<file path="src/sv/assert_macros.svh">
// Assertion macros shared by the framed link RTL.
// Checks are compiled out when SYNTHESIS is defined; no other dependencies.
`ifndef ASSERT_MACROS_SVH
`define ASSERT_MACROS_SVH
`ifndef SYNTHESIS
// Clocked check, masked while reset is asserted
`define FL_ASSERT(label, prop, msg) \
    label: assert property (@(posedge clk) disable iff (!rst_n) prop) else $error(msg);
// Clocked check that also holds during reset
`define FL_ASSERT_ALWAYS(label, prop, msg) \
    label: assert property (@(posedge clk) prop) else $error(msg);
`else
`define FL_ASSERT(label, prop, msg)
`define FL_ASSERT_ALWAYS(label, prop, msg)
`endif
`endif

</file>
<file path="src/sv/fl_pkg.sv">
// Shared types, codes and sizes for the framed link with NACK resend.
// No dependencies; used by every module of the block.
`default_nettype none

package fl_pkg;

    // Frame size limits
    localparam int TX_FRAME_MAX = 8;
    localparam int RX_FRAME_MAX = 6;
    localparam int PAY_MAX      = (TX_FRAME_MAX - 4 < 4) ? TX_FRAME_MAX - 4 : 4;
    localparam int FRAME_BYTES  = PAY_MAX + 4;
    localparam int FIDX_W       = $clog2(FRAME_BYTES);
    localparam int FLEN_W       = $clog2(FRAME_BYTES + 1);
    localparam int RX_POS_W     = $clog2(RX_FRAME_MAX);
    localparam int RX_LEN_W     = $clog2(RX_FRAME_MAX + 1);
    localparam int MIN_RX_LEN   = 3;

    // Queue between front and back
    localparam int QUEUE_DEPTH = 2;
    localparam int QPTR_W      = $clog2(QUEUE_DEPTH);
    localparam int QCNT_W      = $clog2(QUEUE_DEPTH + 1);

    // Reset values of the configuration registers
    localparam logic [7:0] START_RESET = 8'd2;
    localparam logic [7:0] END_RESET   = 8'd3;
    localparam logic [7:0] NACK_RESET  = 8'd21;
    localparam logic [2:0] RETRY_RESET = 3'd3;

    typedef enum logic [1:0] {
        OP_RX_BYTE = 2'd0,
        OP_SEND    = 2'd1,
        OP_TX_DONE = 2'd2,
        OP_NONE    = 2'd3
    } op_t;

    typedef enum logic [1:0] {
        RK_BYTE    = 2'd0,
        RK_COMMAND = 2'd1,
        RK_RECEIVE = 2'd2
    } kind_t;

    typedef enum logic [1:0] {
        CFG_START   = 2'd0,
        CFG_END     = 2'd1,
        CFG_NACK    = 2'd2,
        CFG_RETRIES = 2'd3
    } cfg_idx_t;

    typedef struct packed {
        logic [7:0] start_code;
        logic [7:0] end_code;
        logic [7:0] nack_code;
        logic [2:0] max_retries;
    } cfg_t;

    // One unit of work for the back end: a whole frame or a single result
    typedef struct packed {
        logic                             is_frame;
        logic [FRAME_BYTES-1:0][7:0]      frame;
        logic [FLEN_W-1:0]                frame_len;
        kind_t                            kind;
        logic [7:0]                       line_byte;
        logic [7:0]                       got_command;
        logic [7:0]                       got_data;
        logic                             drive;
    } job_t;

    typedef struct packed {
        logic full;
        logic empty;
    } q_status_t;

endpackage

`default_nettype wire

</file>
<file path="src/sv/fl_queue.sv">
// Short job queue between the front end and the back end.
// Depends on fl_pkg and assert_macros.svh.
`default_nettype none
`include "assert_macros.svh"

module fl_queue (
    input  wire logic              clk,
    input  wire logic              rst_n,
    input  wire logic              push,
    input  wire fl_pkg::job_t      push_job,
    input  wire logic              pop,
    output fl_pkg::job_t           head,
    output fl_pkg::q_status_t      status
);

    fl_pkg::job_t                  slot_reg [fl_pkg::QUEUE_DEPTH];
    logic [fl_pkg::QPTR_W-1:0]     wr_ptr_reg, wr_ptr_next;
    logic [fl_pkg::QPTR_W-1:0]     rd_ptr_reg, rd_ptr_next;
    logic [fl_pkg::QCNT_W-1:0]     count_reg, count_next;

    // Pointer and fill count update
    always_comb
    begin
        wr_ptr_next = wr_ptr_reg;
        rd_ptr_next = rd_ptr_reg;
        count_next  = count_reg;
        if (push)
        begin
            wr_ptr_next = (wr_ptr_reg == fl_pkg::QPTR_W'(fl_pkg::QUEUE_DEPTH - 1))
                        ? '0 : wr_ptr_reg + fl_pkg::QPTR_W'(1);
        end
        if (pop)
        begin
            rd_ptr_next = (rd_ptr_reg == fl_pkg::QPTR_W'(fl_pkg::QUEUE_DEPTH - 1))
                        ? '0 : rd_ptr_reg + fl_pkg::QPTR_W'(1);
        end
        if (push && !pop)
        begin
            count_next = count_reg + fl_pkg::QCNT_W'(1);
        end
        else if (pop && !push)
        begin
            count_next = count_reg - fl_pkg::QCNT_W'(1);
        end
    end

    always_ff @(posedge clk or negedge rst_n)
    begin
        if (!rst_n)
        begin
            wr_ptr_reg <= '0;
            rd_ptr_reg <= '0;
            count_reg  <= '0;
        end
        else
        begin
            wr_ptr_reg <= wr_ptr_next;
            rd_ptr_reg <= rd_ptr_next;
            count_reg  <= count_next;
        end
    end

    // Slot storage, no reset needed
    always_ff @(posedge clk)
    begin
        if (push)
        begin
            slot_reg[wr_ptr_reg] <= push_job;
        end
    end

    assign head         = slot_reg[rd_ptr_reg];
    assign status.full  = (count_reg == fl_pkg::QCNT_W'(fl_pkg::QUEUE_DEPTH));
    assign status.empty = (count_reg == '0);

    `FL_ASSERT(a_q_no_overflow, push |-> !status.full || pop, "job queue overflow")
    `FL_ASSERT(a_q_no_underflow, pop |-> !status.empty, "job queue underflow")

endmodule

`default_nettype wire

</file>
<file path="src/sv/fl_front.sv">
// Front end: accepts input beats, deframes received bytes, builds and stores
// outgoing frames, tracks retries and line direction. Depends on fl_pkg.
`default_nettype none

module fl_front (
    input  wire logic              clk,
    input  wire logic              rst_n,
    input  wire fl_pkg::cfg_t      cfg,
    input  wire logic              in_valid,
    output logic                   in_stall,
    input  wire logic [1:0]        operation,
    input  wire logic [7:0]        rx_byte,
    input  wire logic [7:0]        tx_command,
    input  wire logic [2:0]        payload_count,
    input  wire logic [7:0]        payload_0,
    input  wire logic [7:0]        payload_1,
    input  wire logic [7:0]        payload_2,
    input  wire logic [7:0]        payload_3,
    input  wire fl_pkg::q_status_t q_status,
    output logic                   push,
    output fl_pkg::job_t           push_job
);

    // Receive deframer state
    logic [fl_pkg::RX_POS_W-1:0]   rx_pos_reg, rx_pos_next;
    logic [fl_pkg::RX_LEN_W-1:0]   rx_len_reg, rx_len_next;
    logic [7:0]                    rx_cmd_reg, rx_cmd_next;
    logic [7:0]                    rx_data_reg, rx_data_next;

    // Stored frame for resends
    logic [fl_pkg::FRAME_BYTES-1:0][7:0] stored_reg, stored_next;
    logic [fl_pkg::FLEN_W-1:0]     stored_len_reg, stored_len_next;
    logic [2:0]                    retry_reg, retry_next;
    logic                          dir_reg, dir_next;

    logic                          accept;
    logic [3:0][7:0]               payload;
    logic [2:0]                    n_clamp;
    logic [2:0]                    n_pay;
    logic [fl_pkg::FRAME_BYTES-1:0][7:0] built;
    logic [fl_pkg::RX_POS_W:0]     pos_plus1;
    logic                          len_ok;

    assign in_stall = q_status.full;
    assign accept   = in_valid && !in_stall;
    assign payload  = {payload_3, payload_2, payload_1, payload_0};

    // Payload count clamped to the frame size
    always_comb
    begin
        if (payload_count == 3'd0)
        begin
            n_clamp = 3'd1;
        end
        else if (payload_count > 3'd4)
        begin
            n_clamp = 3'd4;
        end
        else
        begin
            n_clamp = payload_count;
        end
        n_pay = (n_clamp > 3'(fl_pkg::PAY_MAX)) ? 3'(fl_pkg::PAY_MAX) : n_clamp;
    end

    // Outgoing frame: start, length, command, payload, end
    always_comb
    begin
        for (int k = 0; k < fl_pkg::FRAME_BYTES; k++)
        begin
            if (k == 0)
            begin
                built[k] = cfg.start_code;
            end
            else if (k == 1)
            begin
                built[k] = 8'(n_pay) + 8'd4;
            end
            else if (k == 2)
            begin
                built[k] = tx_command;
            end
            else if (k < 3 + int'(n_pay))
            begin
                built[k] = payload[2'(k - 3)];
            end
            else if (k == 3 + int'(n_pay))
            begin
                built[k] = cfg.end_code;
            end
            else
            begin
                built[k] = 8'h00;
            end
        end
    end

    assign pos_plus1 = {1'b0, rx_pos_reg} + (fl_pkg::RX_POS_W + 1)'(1);
    assign len_ok    = (rx_byte >= 8'(fl_pkg::MIN_RX_LEN))
                    && (rx_byte <= 8'(fl_pkg::RX_FRAME_MAX));

    // Classify the beat and build a job for the back end
    always_comb
    begin
        rx_pos_next     = rx_pos_reg;
        rx_len_next     = rx_len_reg;
        rx_cmd_next     = rx_cmd_reg;
        rx_data_next    = rx_data_reg;
        stored_next     = stored_reg;
        stored_len_next = stored_len_reg;
        retry_next      = retry_reg;
        dir_next        = dir_reg;
        push            = 1'b0;
        push_job        = '0;
        push_job.kind   = fl_pkg::RK_BYTE;

        if (accept)
        begin
            unique case (fl_pkg::op_t'(operation))
                fl_pkg::OP_RX_BYTE:
                begin
                    if (rx_pos_reg == '0)
                    begin
                        // Idle: frame start, stray byte or NACK
                        if (rx_byte == cfg.start_code)
                        begin
                            rx_pos_next  = fl_pkg::RX_POS_W'(1);
                            rx_cmd_next  = 8'h00;
                            rx_data_next = 8'h00;
                        end
                        else if (rx_byte != cfg.nack_code)
                        begin
                            retry_next = 3'd0;
                        end
                        if ((rx_byte == cfg.nack_code) && (stored_len_reg != '0)
                            && (retry_reg < cfg.max_retries))
                        begin
                            retry_next         = retry_reg + 3'd1;
                            dir_next           = 1'b1;
                            push               = 1'b1;
                            push_job.is_frame  = 1'b1;
                            push_job.frame     = stored_reg;
                            push_job.frame_len = stored_len_reg;
                        end
                    end
                    else if (rx_pos_reg == fl_pkg::RX_POS_W'(1))
                    begin
                        // Length byte
                        rx_len_next = fl_pkg::RX_LEN_W'(rx_byte);
                        rx_pos_next = len_ok ? fl_pkg::RX_POS_W'(2) : '0;
                    end
                    else
                    begin
                        if (rx_pos_reg == fl_pkg::RX_POS_W'(2))
                        begin
                            rx_cmd_next = rx_byte;
                        end
                        else if (rx_pos_reg == fl_pkg::RX_POS_W'(3))
                        begin
                            rx_data_next = rx_byte;
                        end
                        if ({1'b0, pos_plus1} >= (fl_pkg::RX_POS_W + 2)'(rx_len_reg))
                        begin
                            // End position: check the end byte
                            rx_pos_next = '0;
                            push        = 1'b1;
                            if (rx_byte == cfg.end_code)
                            begin
                                push_job.kind        = fl_pkg::RK_COMMAND;
                                push_job.got_command = rx_cmd_next;
                                push_job.got_data    = rx_data_next;
                                push_job.drive       = dir_reg;
                            end
                            else
                            begin
                                dir_next           = 1'b1;
                                push_job.kind      = fl_pkg::RK_BYTE;
                                push_job.line_byte = cfg.nack_code;
                                push_job.drive     = 1'b1;
                            end
                        end
                        else
                        begin
                            rx_pos_next = pos_plus1[fl_pkg::RX_POS_W-1:0];
                        end
                    end
                end
                fl_pkg::OP_SEND:
                begin
                    stored_next        = built;
                    stored_len_next    = fl_pkg::FLEN_W'(n_pay) + fl_pkg::FLEN_W'(4);
                    retry_next         = 3'd0;
                    dir_next           = 1'b1;
                    push               = 1'b1;
                    push_job.is_frame  = 1'b1;
                    push_job.frame     = built;
                    push_job.frame_len = stored_len_next;
                end
                fl_pkg::OP_TX_DONE:
                begin
                    dir_next       = 1'b0;
                    push           = 1'b1;
                    push_job.kind  = fl_pkg::RK_RECEIVE;
                    push_job.drive = 1'b0;
                end
                default:
                begin
                    push = 1'b0;
                end
            endcase
        end
    end

    // Control state
    always_ff @(posedge clk or negedge rst_n)
    begin
        if (!rst_n)
        begin
            rx_pos_reg     <= '0;
            rx_len_reg     <= '0;
            rx_cmd_reg     <= '0;
            rx_data_reg    <= '0;
            stored_len_reg <= '0;
            retry_reg      <= '0;
            dir_reg        <= 1'b0;
        end
        else
        begin
            rx_pos_reg     <= rx_pos_next;
            rx_len_reg     <= rx_len_next;
            rx_cmd_reg     <= rx_cmd_next;
            rx_data_reg    <= rx_data_next;
            stored_len_reg <= stored_len_next;
            retry_reg      <= retry_next;
            dir_reg        <= dir_next;
        end
    end

    // Stored frame bytes are undefined until the first send
    always_ff @(posedge clk)
    begin
        stored_reg <= stored_next;
    end

endmodule

`default_nettype wire

</file>
<file path="src/sv/fl_back.sv">
// Back end: takes jobs from the queue and plays them out as result beats
// through an output register. Depends on fl_pkg and assert_macros.svh.
`default_nettype none
`include "assert_macros.svh"

module fl_back (
    input  wire logic              clk,
    input  wire logic              rst_n,
    input  wire fl_pkg::job_t      head,
    input  wire fl_pkg::q_status_t q_status,
    output logic                   pop,
    output logic                   out_valid,
    input  wire logic              out_stall,
    output logic [1:0]             result_kind,
    output logic [7:0]             line_byte,
    output logic [7:0]             got_command,
    output logic [7:0]             got_data,
    output logic                   drive_transmit,
    output logic                   start_timeout,
    output logic                   last
);

    fl_pkg::job_t                  cur_reg, cur_next;
    logic                          busy_reg, busy_next;
    logic [fl_pkg::FIDX_W-1:0]     idx_reg, idx_next;

    logic                          ovalid_reg, ovalid_next;
    fl_pkg::kind_t                 kind_reg, kind_next;
    logic [7:0]                    byte_reg, byte_next;
    logic [7:0]                    cmd_reg, cmd_next;
    logic [7:0]                    data_reg, data_next;
    logic                          drive_reg, drive_next;
    logic                          tout_reg, tout_next;
    logic                          last_reg, last_next;

    logic                          can_load;
    logic                          frame_end;

    assign can_load  = !ovalid_reg || !out_stall;
    assign frame_end = ((fl_pkg::FLEN_W'(idx_reg) + fl_pkg::FLEN_W'(1)) == cur_reg.frame_len);

    // Play out the current job, fetch the next when done
    always_comb
    begin
        cur_next    = cur_reg;
        busy_next   = busy_reg;
        idx_next    = idx_reg;
        pop         = 1'b0;
        ovalid_next = ovalid_reg;
        kind_next   = kind_reg;
        byte_next   = byte_reg;
        cmd_next    = cmd_reg;
        data_next   = data_reg;
        drive_next  = drive_reg;
        tout_next   = tout_reg;
        last_next   = last_reg;

        if (can_load)
        begin
            ovalid_next = 1'b0;
        end

        if (busy_reg && can_load)
        begin
            ovalid_next = 1'b1;
            if (cur_reg.is_frame)
            begin
                kind_next  = fl_pkg::RK_BYTE;
                byte_next  = cur_reg.frame[idx_reg];
                cmd_next   = 8'h00;
                data_next  = 8'h00;
                drive_next = 1'b1;
                tout_next  = frame_end;
                last_next  = frame_end;
                if (frame_end)
                begin
                    busy_next = 1'b0;
                end
                else
                begin
                    idx_next = idx_reg + fl_pkg::FIDX_W'(1);
                end
            end
            else
            begin
                kind_next  = cur_reg.kind;
                byte_next  = cur_reg.line_byte;
                cmd_next   = cur_reg.got_command;
                data_next  = cur_reg.got_data;
                drive_next = cur_reg.drive;
                tout_next  = (cur_reg.kind == fl_pkg::RK_BYTE);
                last_next  = 1'b1;
                busy_next  = 1'b0;
            end
        end

        if (!busy_reg && !q_status.empty)
        begin
            pop       = 1'b1;
            cur_next  = head;
            busy_next = 1'b1;
            idx_next  = '0;
        end
    end

    // Control state
    always_ff @(posedge clk or negedge rst_n)
    begin
        if (!rst_n)
        begin
            busy_reg   <= 1'b0;
            idx_reg    <= '0;
            ovalid_reg <= 1'b0;
        end
        else
        begin
            busy_reg   <= busy_next;
            idx_reg    <= idx_next;
            ovalid_reg <= ovalid_next;
        end
    end

    // Job and result payload
    always_ff @(posedge clk)
    begin
        cur_reg   <= cur_next;
        kind_reg  <= kind_next;
        byte_reg  <= byte_next;
        cmd_reg   <= cmd_next;
        data_reg  <= data_next;
        drive_reg <= drive_next;
        tout_reg  <= tout_next;
        last_reg  <= last_next;
    end

    assign out_valid      = ovalid_reg;
    assign result_kind    = kind_reg;
    assign line_byte      = byte_reg;
    assign got_command    = cmd_reg;
    assign got_data       = data_reg;
    assign drive_transmit = drive_reg;
    assign start_timeout  = tout_reg;
    assign last           = last_reg;

    `FL_ASSERT(a_tout_is_last, ovalid_reg && tout_reg |-> last_reg,
        "timeout start not on final beat")
    `FL_ASSERT(a_non_byte_single, ovalid_reg && (kind_reg != fl_pkg::RK_BYTE)
        |-> last_reg && !tout_reg, "non-byte result not a lone final beat")
    `FL_ASSERT(a_byte_drives, ovalid_reg && (kind_reg == fl_pkg::RK_BYTE) |-> drive_reg,
        "transmit byte with line in receive")

endmodule

`default_nettype wire

</file>
<file path="src/sv/framed_link_with_nack_retry.sv">
// A result beat passes through the job queue, the back end's job register and
// the output register. A frame of L bytes (5..8) is played out at one byte per
// cycle unless the output stalls; a single result is one beat, and beats with
// no result push no job. A 2-deep job queue decouples input from output.
// Reset: all control state cleared, registers to defaults, no frame stored;
// the block is ready as soon as reset is released, with no clearing pass.
`default_nettype none

module framed_link_with_nack_retry (
    input  wire logic        clk,
    input  wire logic        rst_n,
    // configuration write channel
    input  wire logic        cfg_valid,
    output logic             cfg_ready,
    input  wire logic [1:0]  cfg_index,
    input  wire logic [7:0]  cfg_data,
    // input channel
    input  wire logic        in_valid,
    output logic             in_stall,
    input  wire logic [1:0]  operation,
    input  wire logic [7:0]  rx_byte,
    input  wire logic [7:0]  tx_command,
    input  wire logic [2:0]  payload_count,
    input  wire logic [7:0]  payload_0,
    input  wire logic [7:0]  payload_1,
    input  wire logic [7:0]  payload_2,
    input  wire logic [7:0]  payload_3,
    // result channel
    output logic             out_valid,
    input  wire logic        out_stall,
    output logic [1:0]       result_kind,
    output logic [7:0]       line_byte,
    output logic [7:0]       got_command,
    output logic [7:0]       got_data,
    output logic             drive_transmit,
    output logic             start_timeout,
    output logic             last
);

    fl_pkg::cfg_t            cfg_reg, cfg_next;
    fl_pkg::job_t            push_job;
    fl_pkg::job_t            head;
    fl_pkg::q_status_t       q_status;
    logic                    push;
    logic                    pop;

    assign cfg_ready = 1'b1;

    // Register file decode
    always_comb
    begin
        cfg_next = cfg_reg;
        if (cfg_valid && cfg_ready)
        begin
            unique case (fl_pkg::cfg_idx_t'(cfg_index))
                fl_pkg::CFG_START:   cfg_next.start_code  = cfg_data;
                fl_pkg::CFG_END:     cfg_next.end_code    = cfg_data;
                fl_pkg::CFG_NACK:    cfg_next.nack_code   = cfg_data;
                fl_pkg::CFG_RETRIES: cfg_next.max_retries = cfg_data[2:0];
                default:             cfg_next = cfg_reg;
            endcase
        end
    end

    always_ff @(posedge clk or negedge rst_n)
    begin
        if (!rst_n)
        begin
            cfg_reg.start_code  <= fl_pkg::START_RESET;
            cfg_reg.end_code    <= fl_pkg::END_RESET;
            cfg_reg.nack_code   <= fl_pkg::NACK_RESET;
            cfg_reg.max_retries <= fl_pkg::RETRY_RESET;
        end
        else
        begin
            cfg_reg <= cfg_next;
        end
    end

    fl_front u_front (
        .clk           (clk),
        .rst_n         (rst_n),
        .cfg           (cfg_reg),
        .in_valid      (in_valid),
        .in_stall      (in_stall),
        .operation     (operation),
        .rx_byte       (rx_byte),
        .tx_command    (tx_command),
        .payload_count (payload_count),
        .payload_0     (payload_0),
        .payload_1     (payload_1),
        .payload_2     (payload_2),
        .payload_3     (payload_3),
        .q_status      (q_status),
        .push          (push),
        .push_job      (push_job)
    );

    fl_queue u_queue (
        .clk      (clk),
        .rst_n    (rst_n),
        .push     (push),
        .push_job (push_job),
        .pop      (pop),
        .head     (head),
        .status   (q_status)
    );

    fl_back u_back (
        .clk            (clk),
        .rst_n          (rst_n),
        .head           (head),
        .q_status       (q_status),
        .pop            (pop),
        .out_valid      (out_valid),
        .out_stall      (out_stall),
        .result_kind    (result_kind),
        .line_byte      (line_byte),
        .got_command    (got_command),
        .got_data       (got_data),
        .drive_transmit (drive_transmit),
        .start_timeout  (start_timeout),
        .last           (last)
    );

endmodule

`default_nettype wire
</file>
<file path="config.mk">
export PLATFORM = sky130hd
export DESIGN_NAME = framed_link_with_nack_retry
export DESIGN_NICKNAME = d
export VERILOG_FILES = /design/src/sv/fl_pkg.sv /design/src/sv/fl_queue.sv /design/src/sv/fl_front.sv /design/src/sv/fl_back.sv /design/src/sv/framed_link_with_nack_retry.sv
export VERILOG_INCLUDE_DIRS = /design/src /design/src/sv
export SDC_FILE = /design/constraint.sdc
export NUM_CORES = 1
export LEC_CHECK = 0
export ABC_CLOCK_PERIOD_IN_PS = 13380
export BUFFER_PORTS_ARGS = -buffer_cell sky130_fd_sc_hd__buf_2
export CAP_MARGIN = 0
export CORE_MARGIN = 2
export CORE_UTILIZATION = 50
export DETAILED_ROUTE_END_ITERATION = 10
export HOLD_SLACK_MARGIN = 0.08
export PLACE_DENSITY = 0.66
export SYNTH_ARGS = -nofsm -noshare
export SYNTH_HDL_FRONTEND = slang
export SYNTH_HIERARCHICAL = 1
export SYNTH_SLANG_ARGS = --single-unit
</file>
<file path="constraint.sdc">
create_clock -name clk -period 13.38 [get_ports clk]
set_clock_uncertainty 0.1 [all_clocks]
set_input_delay 2.676 -clock clk [delete_from_list [all_inputs] [get_ports clk]]
set_output_delay 2.676 -clock clk [all_outputs]
set_load 0.05 [all_outputs]
</file>
Yosys cells after proc, flatten, opt, wreduce, memory -nomap -nowiden
Memories as Yosys holds them, arrays and structs flattened. A register that Yosys moved wholly into a read port is not among the register bits.
Index checks and enable logic that the tools add are counted.
{ "word_totals": {"regBits": 159, "latchBits": 0, "mem_bits_rw": 192, "rom_bits": 0, "out_inout_bits": 32, "mem_count": 1} }
{ "mem_list": {"columns": ["name", "words", "width", "read_ports", "rd_clocked_by_memory_dff", "write_ports", "line", "rtl"], "rows": [
  ["u_queue.slot_reg", 2, 96, 1, 1, 1, "fl_queue.sv:16", "fl_pkg::job_t slot_reg [fl_pkg::QUEUE_DEPTH];"]
]} }
{ "op_classes": {"add_sub_neg": 11, "mul": 0, "n_div": 0, "magnitude_cmp": 12, "n_eq_ne": 29, "n_shift": 0, "n_mux": 77, "n_bitwise": 1, "n_reduce_logical": 42} }
{ "op_table": {"columns": ["op", "n"], "rows": [
  ["$mux W8", 21],
  ["$mux W69", 2],
  ["$pmux W69 S2", 1],
  ["$eq A4 B32 Y1 const A", 4],
  ["$lt A4 B32 Y1 const A", 4],
  ["$mux W96", 1],
  ["$mux W27", 3],
  ["$mux W3", 15],
  ["$eq A3 B32 Y1 const A", 1],
  ["$lt A3 B32 Y1 const A", 1],
  ["$bmux W8 S3", 1],
  ["$eq A8 B8 Y1", 3],
  ["$mux W1", 24],
  ["$mux W24", 1],
  ["$mux W16", 1],
  ["$reduce_and A2 Y1", 6],
  ["$reduce_and A5 Y1", 2],
  ["$reduce_bool A2 Y1", 5],
  ["$ne A3 B3 Y1 const B", 3],
  ["$add A3 B1 Y4 const B", 2],
  ["$add A3 B3 Y4 const B", 2],
  ["$eq A2 B2 Y1 const B", 4],
  ["$ge A8 B2 Y1 const B", 1],
  ["$le A8 B3 Y1 const B", 1],
  ["other kinds (34)", 63]
]} }

Logic depth before layout (Yosys ltp)
Gate-level depths: netlist of run 1.
{ "logic_depth": {"depth_word": 11, "ltp_mapped": 13, "mapped_depth_nobuf": 13} }

Cells and area by module
The synthesis of run 1 kept the hierarchy.
{ "modules_own_cells": {"columns": ["module", "instances", "cells_each", "area_per_inst_um2"], "rows": [
  ["fl_queue", 1, 315, 7231.9],
  ["fl_front", 1, 503, 5306.3],
  ["fl_back", 1, 224, 4750.8],
  ["framed_link_with_nack_retry", 1, 60, 1047.3]
]} }

Least setup slack after synthesis of run 1
No wires, ideal clock.
{ "synth_timing": {"path_type": "input to register", "startpoint": "in rx_byte[1]", "endpoint": "mem u_queue/slot_reg[0][0] (netlist bit), enable pin", "setup_ns": 0.563, "arrival_ns": 8.380, "path_slack_ns": 4.337, "stages": 7, "path_cell_list": "buf_4 xor2_1 nor4_4 o2111ai_4 o21a_1 o21ai_0 nor2b_1"} }
{ "synth_via": {"elab_chain_len": 9} }
{ "synth_lines": {"columns": ["item", "line", "rtl"], "rows": [
  ["start, declared", "framed_link_with_nack_retry.sv:21", "input wire logic [7:0] rx_byte,"],
  ["$eq A8 B8 Y1", "fl_front.sv:135", "if ((rx_byte == cfg.nack_code) && (stored_len_reg != '0)"],
  ["$logic_and A1 B1 Y1", "fl_front.sv:135", null],
  ["$logic_and A1 B1 Y1", "fl_front.sv:136", "&& (retry_reg < cfg.max_retries))"],
  ["$mux W1", "fl_front.sv:135", null],
  ["$mux W1", "fl_front.sv:122", "if (rx_pos_reg == '0)"],
  ["$pmux W1 S2", "fl_front.sv:119", "unique case (fl_pkg::op_t'(operation))"],
  ["$mux W1", "fl_front.sv:117", "if (accept)"],
  ["via push", "framed_link_with_nack_retry.sv:44", "logic push;"],
  ["$mux W1", "fl_queue.sv:66", "if (push)"],
  ["$mux W1 (implied by the code)", "fl_queue.sv:68", "slot_reg[wr_ptr_reg] <= push_job;"],
  ["end, declared", "fl_queue.sv:16", null]
]} }
The timed path passes the listed nets, and every way through them passes these cells.

Worst setup path after layout of run 1
{ "layout_timing": {"startpoint": "in rx_byte[7]", "endpoint": "mem u_queue/slot_reg[0][90] (netlist bit), enable pin"} }
The elaborated chain is that of the path after synthesis.

==> load_flow_metrics.sql, run 1 <==
INSERT INTO impl_metrics (metric_group, metric, value, unit) VALUES
('clock_tree', 'clock-sinks', '443', ''),
('cells_and_area', 'seq_area', '13000', 'sq um'),
('die', 'core_region_area', '36300', 'sq um'),
('detailed_routing', 'ant_nets', '0', ''),
('worst_hold_path', 'min-delay-path-class', 'reg -> reg', ''),
('yosys', 'ys_seq_area_frac', '0.708', ''),
('critical_path', 'crit_type', 'in -> reg', ''),
('grt', 'gr-usage-all-layers', '0.185', ''),
('yosys', 'post_synth_num_cell_types', '64', ''),
('yosys', 'synth_top_flop_cell', 'sky130_fd_sc_hd__edfxtp_1', ''),
('clock_tree', 'setup_buffers_after_cts', '0', ''),
('grt', 'antenna_found_initial', '2', ''),
('sta', 'final_period_minus_worst_setup_slack', '6280', 'ps'),
('detailed_routing', 'route.vias.total', '9305', ''),
('yosys', 'synth_largest_area_cell', 'sky130_fd_sc_hd__edfxtp_1', ''),
('yosys', 'post-synth-top-area-fraction', '0.617', ''),
('sta', 'setup-tns-final', '0', 'ps'),
('outcome', 'run_status', 'complete, no violations', ''),
('clock_tree', 'tritoncts', 'built', ''),
('die', 'boundaryPins', '100', ''),
('grt', 'number_of_global_route_vias_before_repair', '9119', ''),
('critical_path', 'end_kind', 'register', ''),
('die', 'floorplan.die_area', '38200', 'sq um'),
('clock_tree', 'post_cts_resize_count', '0', ''),
('detailed_routing', 'finalWirelength', '34600', 'um'),
('yosys', 'most_instantiated_library_cell_after_synthesis', 'sky130_fd_sc_hd__edfxtp_1', ''),
('critical_path', 'path_max_fanout', '68', ''),
('yosys', 'netlist_top_cells_area', 'sky130_fd_sc_hd__edfxtp_1, sky130_fd_sc_hd__dfrtp_1, sky130_fd_sc_hd__mux2_2', ''),
('detailed_routing', 'drtIter0Drc', '812', ''),
('clock_tree', 'htree_levels', '2', ''),
('critical_path', 'slowest_delay', '860', 'ps'),
('cells_and_area', 'layout-drive-gt1-share', '0.272', ''),
('clock_tree', 'cts-root-buf', 'sky130_fd_sc_hd__clkbuf_16', ''),
('critical_path', 'critical_path_cell_count', '8', ''),
('critical_path', 'critPathLaunch', 'rx_byte[7]', ''),
('detailed_routing', 'routedWlPerCell', '20.7', 'um'),
('die', 'floorplan.die.height', '196', 'um'),
('yosys', 'avgSynthCellArea', '16.6', 'sq um'),
('place', 'gp_congestion', '0.810', ''),
('clock_tree', 'cts.path.max_buffers', '3', ''),
('critical_path', 'timing.critical_path.slowest_stage_cell', 'sky130_fd_sc_hd__buf_4', ''),
('critical_path', 'crit_path_launch_type', 'input port', ''),
('yosys', 'cell_area_synth', '18300', 'sq um'),
('critical_path', 'critical_path.cell_chain', 'buf_2 > xor2_1 > nor4_4 > o2111ai_4 > o21a_1 > o21ai_0 > nor2b_4 > buf_4', ''),
('yosys', 'yosys-top-cells-count', 'sky130_fd_sc_hd__edfxtp_1, sky130_fd_sc_hd__mux2_2, sky130_fd_sc_hd__nand2_1', ''),
('sta', 'setup_repair_after_global_routing_missed_its_margin', 'no', ''),
('die', 'chipWidth', '196', 'um'),
('grt', 'grt_first_pass_wirelength', '53700', 'um'),
('sta', 'timing.hold.ws', '398', 'ps'),
('sta', 'worstMarginPinSlew', '1090', 'ps'),
('die', 'floorplan.initialDensity', '0.504', ''),
('cells_and_area', 'nets', '1262', ''),
('detailed_routing', 'drt-vias-per-instance', '5.55', ''),
('detailed_routing', 'firstDrtPassIters', '5', ''),
('yosys', 'synthCells', '1102', ''),
('clock_tree', 'cts-hold-fix-buffers', '0', ''),
('pwr', 'power.leakage', '7.51', 'nW'),
('clock_tree', 'path_clk_slew', '60', 'ps'),
('yosys', 'synthesis.yosys.warnings', '6', ''),
('cells_and_area', 'syn2layout_area_growth', '11.7', '%'),
('place', 'count_of_buffers_inserted_at_the_top_level_ports', '82', ''),
('critical_path', 'r2r-start', 'u_front/rx_pos_reg[0]$_DFFE_PN0P_', ''),
('yosys', 'synth_edf_count', '377', ''),
('sta', 'achievable-frequency', '159', 'MHz'),
('critical_path', 'number_of_cells_on_the_worst_reg_to_reg_path', '11', ''),
('place', 'dp_hpwl', '21600', 'um'),
('sta', 'timing.final.hold_violations', '0', ''),
('critical_path', 'critical_path.n_buffers_inverters', '2', ''),
('sta', 'slew_violations', '0', ''),
('sta', 'maxSlewHeadroom', '0.273', ''),
('critical_path', 'critical_path_required', '13440', 'ps');
-- layout by cell type (no fill, tap or decap), types with 19 or more instances in the layout --
master                      count
sky130_fd_sc_hd__a22o_1        80
sky130_fd_sc_hd__clkbuf_16     46
sky130_fd_sc_hd__nand2_1       82
sky130_fd_sc_hd__buf_2         82
sky130_fd_sc_hd__nor2_1        20
sky130_fd_sc_hd__o21ai_0       23
sky130_fd_sc_hd__mux2_2        96
sky130_fd_sc_hd__edfxtp_1     377
sky130_fd_sc_hd__xor2_1        30
sky130_fd_sc_hd__nor2b_1       28
sky130_fd_sc_hd__ha_1          21
sky130_fd_sc_hd__a21oi_1       28
sky130_fd_sc_hd__inv_1         19
sky130_fd_sc_hd__dfrtp_1       57
sky130_fd_sc_hd__mux2_4        30
-- through the flow --
step | util | setup slack (ps) | instance area (sq um) | instances | power, mW
2_1_floorplan | - | 4340 | 18300 | 1105 | 2.79
3_3_place_gp | 0.524 | 6600 | 19000 | 1595 | 3.02
3_5_place_dp | 0.524 | 6540 | 19000 | 1595 | 3.04
4_1_cts | 0.563 | 7110 | 20500 | 1675 | 4.25
5_1_grt | 0.563 | 6900 | 20500 | 1675 | 4.40
6_report | 0.563 | 7100 | 20500 | 1676 | 4.21
-- path summary, 6_finish.rpt --
path / end / slack, ps
setup / recovery: u_queue/slot_reg[0][90]$_DFFE_PP_ / 7100
max in group asynchronous: u_queue/rd_ptr_reg$_DFFE_PN0P_ / 10260
setup reg to reg: u_queue/slot_reg[0][90]$_DFFE_PP_ / 8460
min in group asynchronous: u_front/rx_len_reg[1]$_DFFE_PN0P_ / 2230
hold / removal: u_queue/count_reg[1]$_DFFE_PN0P_ / 400
hold reg to reg: u_queue/count_reg[1]$_DFFE_PN0P_ / 400
-- area by class of cell --
| cell class | count | share of cell area |
|---|---|---|
| antenna | 1 | 0.000122 |
| tap | 468 | 0.0286 |
| clock buffer | 65 | 0.0621 |
| inverter | 20 | 0.00373 |
| multi-input combinational | 572 | 0.240 |
| sequential | 443 | 0.634 |
| timing repair buffer | 92 | 0.0237 |
| clock inverter | 15 | 0.00782 |
-- where the power goes --
part | internal (mW) | switching, mW | leakage (nW)
clock | 0.717 | 0.490 | 0.692
sequential | 1.87 | 0.155 | 4.35
combinational | 0.382 | 0.598 | 2.46
total | 2.97 | 1.24 | 7.51
-- metal layers --
metal	global-route usage	routed length, um	up-vias
met1	0.264	15500	4683
met5	0	13	-
met4	0.0585	930	2
li1	-	-	4325
met2	0.290	16200	237
met3	0.0332	1990	58
-- cell families after synthesis --
logic type               count (synthesis)  share of synthesized area
AND/OR/NAND/NOR                        200                     0.0588
flip-flops                             443                      0.708
buffers and inverters                   90                     0.0266
other                                    2                   0.000410
XOR/XNOR                                33                     0.0166
multiplexers                           154                      0.110
adder cells (fa/ha/maj)                 21                     0.0143
AO/OA/AOI/OAI                          159                     0.0654
-- worst reg2reg max path, cell delays in order, from the launching register on --
cell,delay [ps]
sky130_fd_sc_hd__dfrtp_1,470
sky130_fd_sc_hd__ha_1,240
sky130_fd_sc_hd__ha_1,260
sky130_fd_sc_hd__inv_1,50
sky130_fd_sc_hd__ha_1,260
sky130_fd_sc_hd__o21ai_0,60
sky130_fd_sc_hd__o21ai_0,340
sky130_fd_sc_hd__nand2_1,170
sky130_fd_sc_hd__o21a_1,170
sky130_fd_sc_hd__o21ai_0,630
sky130_fd_sc_hd__nor2b_4,820
sky130_fd_sc_hd__buf_4,870
(Power assumes the default switching activity.)
==> inputs of run 2 (changes only) <==
--- a/config.mk
+++ b/config.mk
@@ -6,7 +6,7 @@
 export SDC_FILE = /design/constraint.sdc
 export NUM_CORES = 1
 export LEC_CHECK = 0
-export ABC_CLOCK_PERIOD_IN_PS = 13380
+export ABC_CLOCK_PERIOD_IN_PS = 6050
 export BUFFER_PORTS_ARGS = -buffer_cell sky130_fd_sc_hd__buf_2
 export CAP_MARGIN = 0
 export CORE_MARGIN = 2
==> constraint.sdc (replaced) <==
create_clock -name clk -period 6.05 [get_ports clk]
set_clock_uncertainty 0.1 [all_clocks]
set_input_delay 1.21 -clock clk [delete_from_list [all_inputs] [get_ports clk]]
set_output_delay 1.21 -clock clk [all_outputs]
set_load 0.05 [all_outputs]
==> run 2 against run 1 <==
Against the previous run: global-route usage fell by 0.24 points; worst hold slack got worse by 3.3 ps; critical path depth increased by 3; combinational power rose by 120%; count of clock-buffer cells in the layout up 1; register-to-register slack got worse by 6500 ps; flip-flop and latch count is the same; die area unchanged; via count fell by 0.52%; routed wire length is 0.24% lower.
==> load_flow_metrics.sql, run 2 (synthesized netlist as in run 1, its figures left out) <==
INSERT INTO impl_metrics (metric_group, metric, value, unit) VALUES
('outcome', 'run_status', 'complete, no violations', ''),
('cells_and_area', 'most_common_library_cell_in_the_layout_ignoring_fill_and_taps', 'sky130_fd_sc_hd__edfxtp_1', ''),
('clock_tree', 'cts-buffers-inserted', '45', ''),
('critical_path', 'critical_path.cell_chain', 'ha_1 > ha_1 > inv_1 > ha_1 > o21ai_0 > o21ai_0 > nand2_1 > o21a_1 > o21ai_0 > nor2b_4 > buf_12', ''),
('grt', 'gr-usage-all-layers', '0.182', ''),
('place', 'dpl-instance-area', '19100', 'sq um'),
('sta', 'setup_slack', '1930', 'ps'),
('critical_path', 'critical_path_cell_count', '11', ''),
('cells_and_area', 'number_of_flip_flops_under_the_largest_register_name', '192', ''),
('critical_path', 'critPathLaunch', 'u_front/rx_pos_reg[0]$_DFFE_PN0P_', ''),
('clock_tree', 'cts-hold-fix-buffers', '0', ''),
('grt', 'globalRouteOverflowTotal', '0', ''),
('die', 'floorplan.die.height', '196', 'um'),
('critical_path', 'slowest_delay', '650', 'ps'),
('pwr', 'p_seq_frac', '0.488', ''),
('sta', 'slew_violations', '0', ''),
('place', 'gp_congestion', '0.824', ''),
('cells_and_area', 'stdcell_area', '20500', 'sq um'),
('clock_tree', 'post_cts_resize_count', '0', ''),
('pwr', 'powerDensity', '451', 'nW/um^2'),
('sta', 'worstMarginPinSlew', '1030', 'ps'),
('detailed_routing', 'route.vias.total', '9257', ''),
('sta', 'timing.hold.ws', '395', 'ps'),
('die', 'chipWidth', '196', 'um'),
('place', 'pre_cts_slack', '1490', 'ps'),
('critical_path', 'critical_path.n_buffers_inverters', '2', ''),
('worst_hold_path', 'min-delay-path-class', 'reg -> reg', ''),
('detailed_routing', 'firstDrtPassIters', '5', ''),
('pwr', 'power_switching', '2.76', 'mW'),
('sta', 'post_route_fraction_of_the_period_consumed_by_the_critical_path', '0.682', ''),
('critical_path', 'crit_family', 'compound AO/OA/AOI/OAI gates', ''),
('critical_path', 'path_max_fanout', '67', ''),
('critical_path', 'critPathArrivalTime', '4240', 'ps'),
('sta', 'achievable-frequency', '242', 'MHz'),
('detailed_routing', 'drtIter0Drc', '705', ''),
('die', 'floorplan.initialDensity', '0.504', ''),
('clock_tree', 'path_clk_slew', '60', 'ps'),
('critical_path', 'timing.critical_path.slowest_stage_cell', 'sky130_fd_sc_hd__nor2b_4', ''),
('cells_and_area', 'syn2layout_area_growth', '12.0', '%'),
('clock_tree', 'cts-root-buf', 'sky130_fd_sc_hd__clkbuf_16', ''),
('sta', 'timing.final.hold_violations', '0', ''),
('sta', 'setup-tns-final', '0', 'ps'),
('detailed_routing', 'routedWlPerCell', '20.4', 'um'),
('pwr', 'combinational_power_share', '0.229', ''),
('critical_path', 'reg2reg_slack', '1930', 'ps'),
('place', 'count_of_buffers_inserted_at_the_top_level_ports', '82', ''),
('critical_path', 'crit_type', 'reg -> reg', ''),
('pwr', 'intPower', '6.50', 'mW'),
('sta', 'maxSlewHeadroom', '0.311', ''),
('grt', 'antenna_found_initial', '5', ''),
('critical_path', 'destination_of_the_critical_timing_path', 'u_queue/slot_reg[0][82]$_DFFE_PP_', ''),
('sta', 'final_period_minus_worst_setup_slack', '4120', 'ps'),
('clock_tree', 'clock-sinks', '443', ''),
('clock_tree', 'setup_buffers_after_cts', '0', ''),
('sta', 'setup_repair_after_global_routing_missed_its_margin', 'no', ''),
('pwr', 'switching_share', '0.298', ''),
('detailed_routing', 'ant_nets', '0', ''),
('cells_and_area', 'most-common-layout-cells', 'sky130_fd_sc_hd__edfxtp_1, sky130_fd_sc_hd__mux2_2, sky130_fd_sc_hd__buf_2, sky130_fd_sc_hd__nand2_1, sky130_fd_sc_hd__a22o_1', ''),
('critical_path', 'reg2reg_to', 'u_queue/slot_reg[0][82]$_DFFE_PP_', ''),
('die', 'boundaryPins', '100', ''),
('critical_path', 'end_kind', 'register', ''),
('grt', 'grt_start_max_net_pins', '72', ''),
('place', 'dp_hpwl', '22100', 'um'),
('die', 'core_region_area', '36300', 'sq um'),
('critical_path', 'crit_path_launch_type', 'register', ''),
('critical_path', 'number_of_cells_on_the_worst_reg_to_reg_path', '11', ''),
('die', 'floorplan.die_area', '38200', 'sq um'),
('cells_and_area', 'final_util', '0.565', ''),
('cells_and_area', 'fillers', '2750', ''),
('pwr', 'worst_ir_drop_vdd', '0.000251', 'V'),
('clock_tree', 'insertion_delay', '570', 'ps'),
('run', 'max_cap_viol_count', '0', ''),
('clock_tree', 'cts.path.max_buffers', '3', ''),
('detailed_routing', 'detail_route.drc_violations', '0', ''),
('detailed_routing', 'drt-vias-per-instance', '5.48', ''),
('detailed_routing', 'finalWirelength', '34600', 'um'),
('cells_and_area', 'layout-drive-gt1-share', '0.278', ''),
('clock_tree', 'htree_levels', '2', ''),
('die', 'fp-row-count', '70', ''),
('pwr', 'power.clock.fraction', '0.283', ''),
('clock_tree', 'tritoncts', 'built', ''),
('grt', 'number_of_global_route_vias_before_repair', '9023', ''),
('grt', 'grt_first_pass_wirelength', '52600', 'um'),
('critical_path', 'critical_path_required', '6160', 'ps'),
('pwr', 'power.leakage', '7.55', 'nW'),
('critical_path', 'r2r-start', 'u_front/rx_pos_reg[0]$_DFFE_PN0P_', ''),
('sta', 'setup_viol', '0', ''),
('cells_and_area', 'nets', '1270', '');
-- run 2: metrics by stage --
step	std cells	power [mW]
finish	1690	9.26
global route	1689	9.68
CTS	1686	9.37
detailed placement	1602	6.73
global placement	1602	6.68
floorplan	1105	6.17
-- run 2: cell type report --
| cell class | count | area [sq um] | share of cell area |
|---|---|---|---|
| clock inverters | 18 | 144 | 0.00701 |
| clock buffers | 66 | 1280 | 0.0621 |
| flip-flops and latches | 443 | 13000 | 0.632 |
| well taps | 468 | 586 | 0.0285 |
| multi-input cells | 572 | 4910 | 0.239 |
| diodes | 4 | 10.0 | 0.000487 |
| inverters | 20 | 76.3 | 0.00372 |
| repair buffers | 99 | 551 | 0.0268 |
-- run 2: worst min path at each step --
stage,startpoint,end,slack (ps),depth (start not counted)
floorplan,u_queue/count_reg[1]$_DFFE_PN0P_,u_queue/count_reg[1]$_DFFE_PN0P_,360,1
global placement,u_queue/count_reg[1]$_DFFE_PN0P_,u_queue/count_reg[1]$_DFFE_PN0P_,380,1
detailed placement,u_queue/count_reg[1]$_DFFE_PN0P_,u_queue/count_reg[1]$_DFFE_PN0P_,380,1
CTS,u_queue/count_reg[1]$_DFFE_PN0P_,u_queue/count_reg[1]$_DFFE_PN0P_,400,1
global route,u_front/rx_cmd_reg[3]$_DFFE_PN0P_,u_front/rx_cmd_reg[3]$_DFFE_PN0P_,410,1
finish,u_queue/count_reg[1]$_DFFE_PN0P_,u_queue/count_reg[1]$_DFFE_PN0P_,390,1
-- run 2: power groups by stage --
stage	sequential, mW	combinational, mW	clock, mW
after floorplan	4.67	1.50	0
after detailed placement	4.59	2.13	0
final	4.52	2.12	2.62
after CTS	4.53	2.15	2.69
after global routing	4.59	2.28	2.81
after global placement	4.57	2.11	0
-- run 2: metal layers --
metal | GRT usage | up-vias | part of all wire
li1 | - | 4347 | -
met1 | 0.253 | 4655 | 0.46
met2 | 0.291 | 195 | 0.47
met3 | 0.0351 | 60 | 0.042
met4 | 0.0622 | 0 | 0.027
met5 | 0 | - | 0
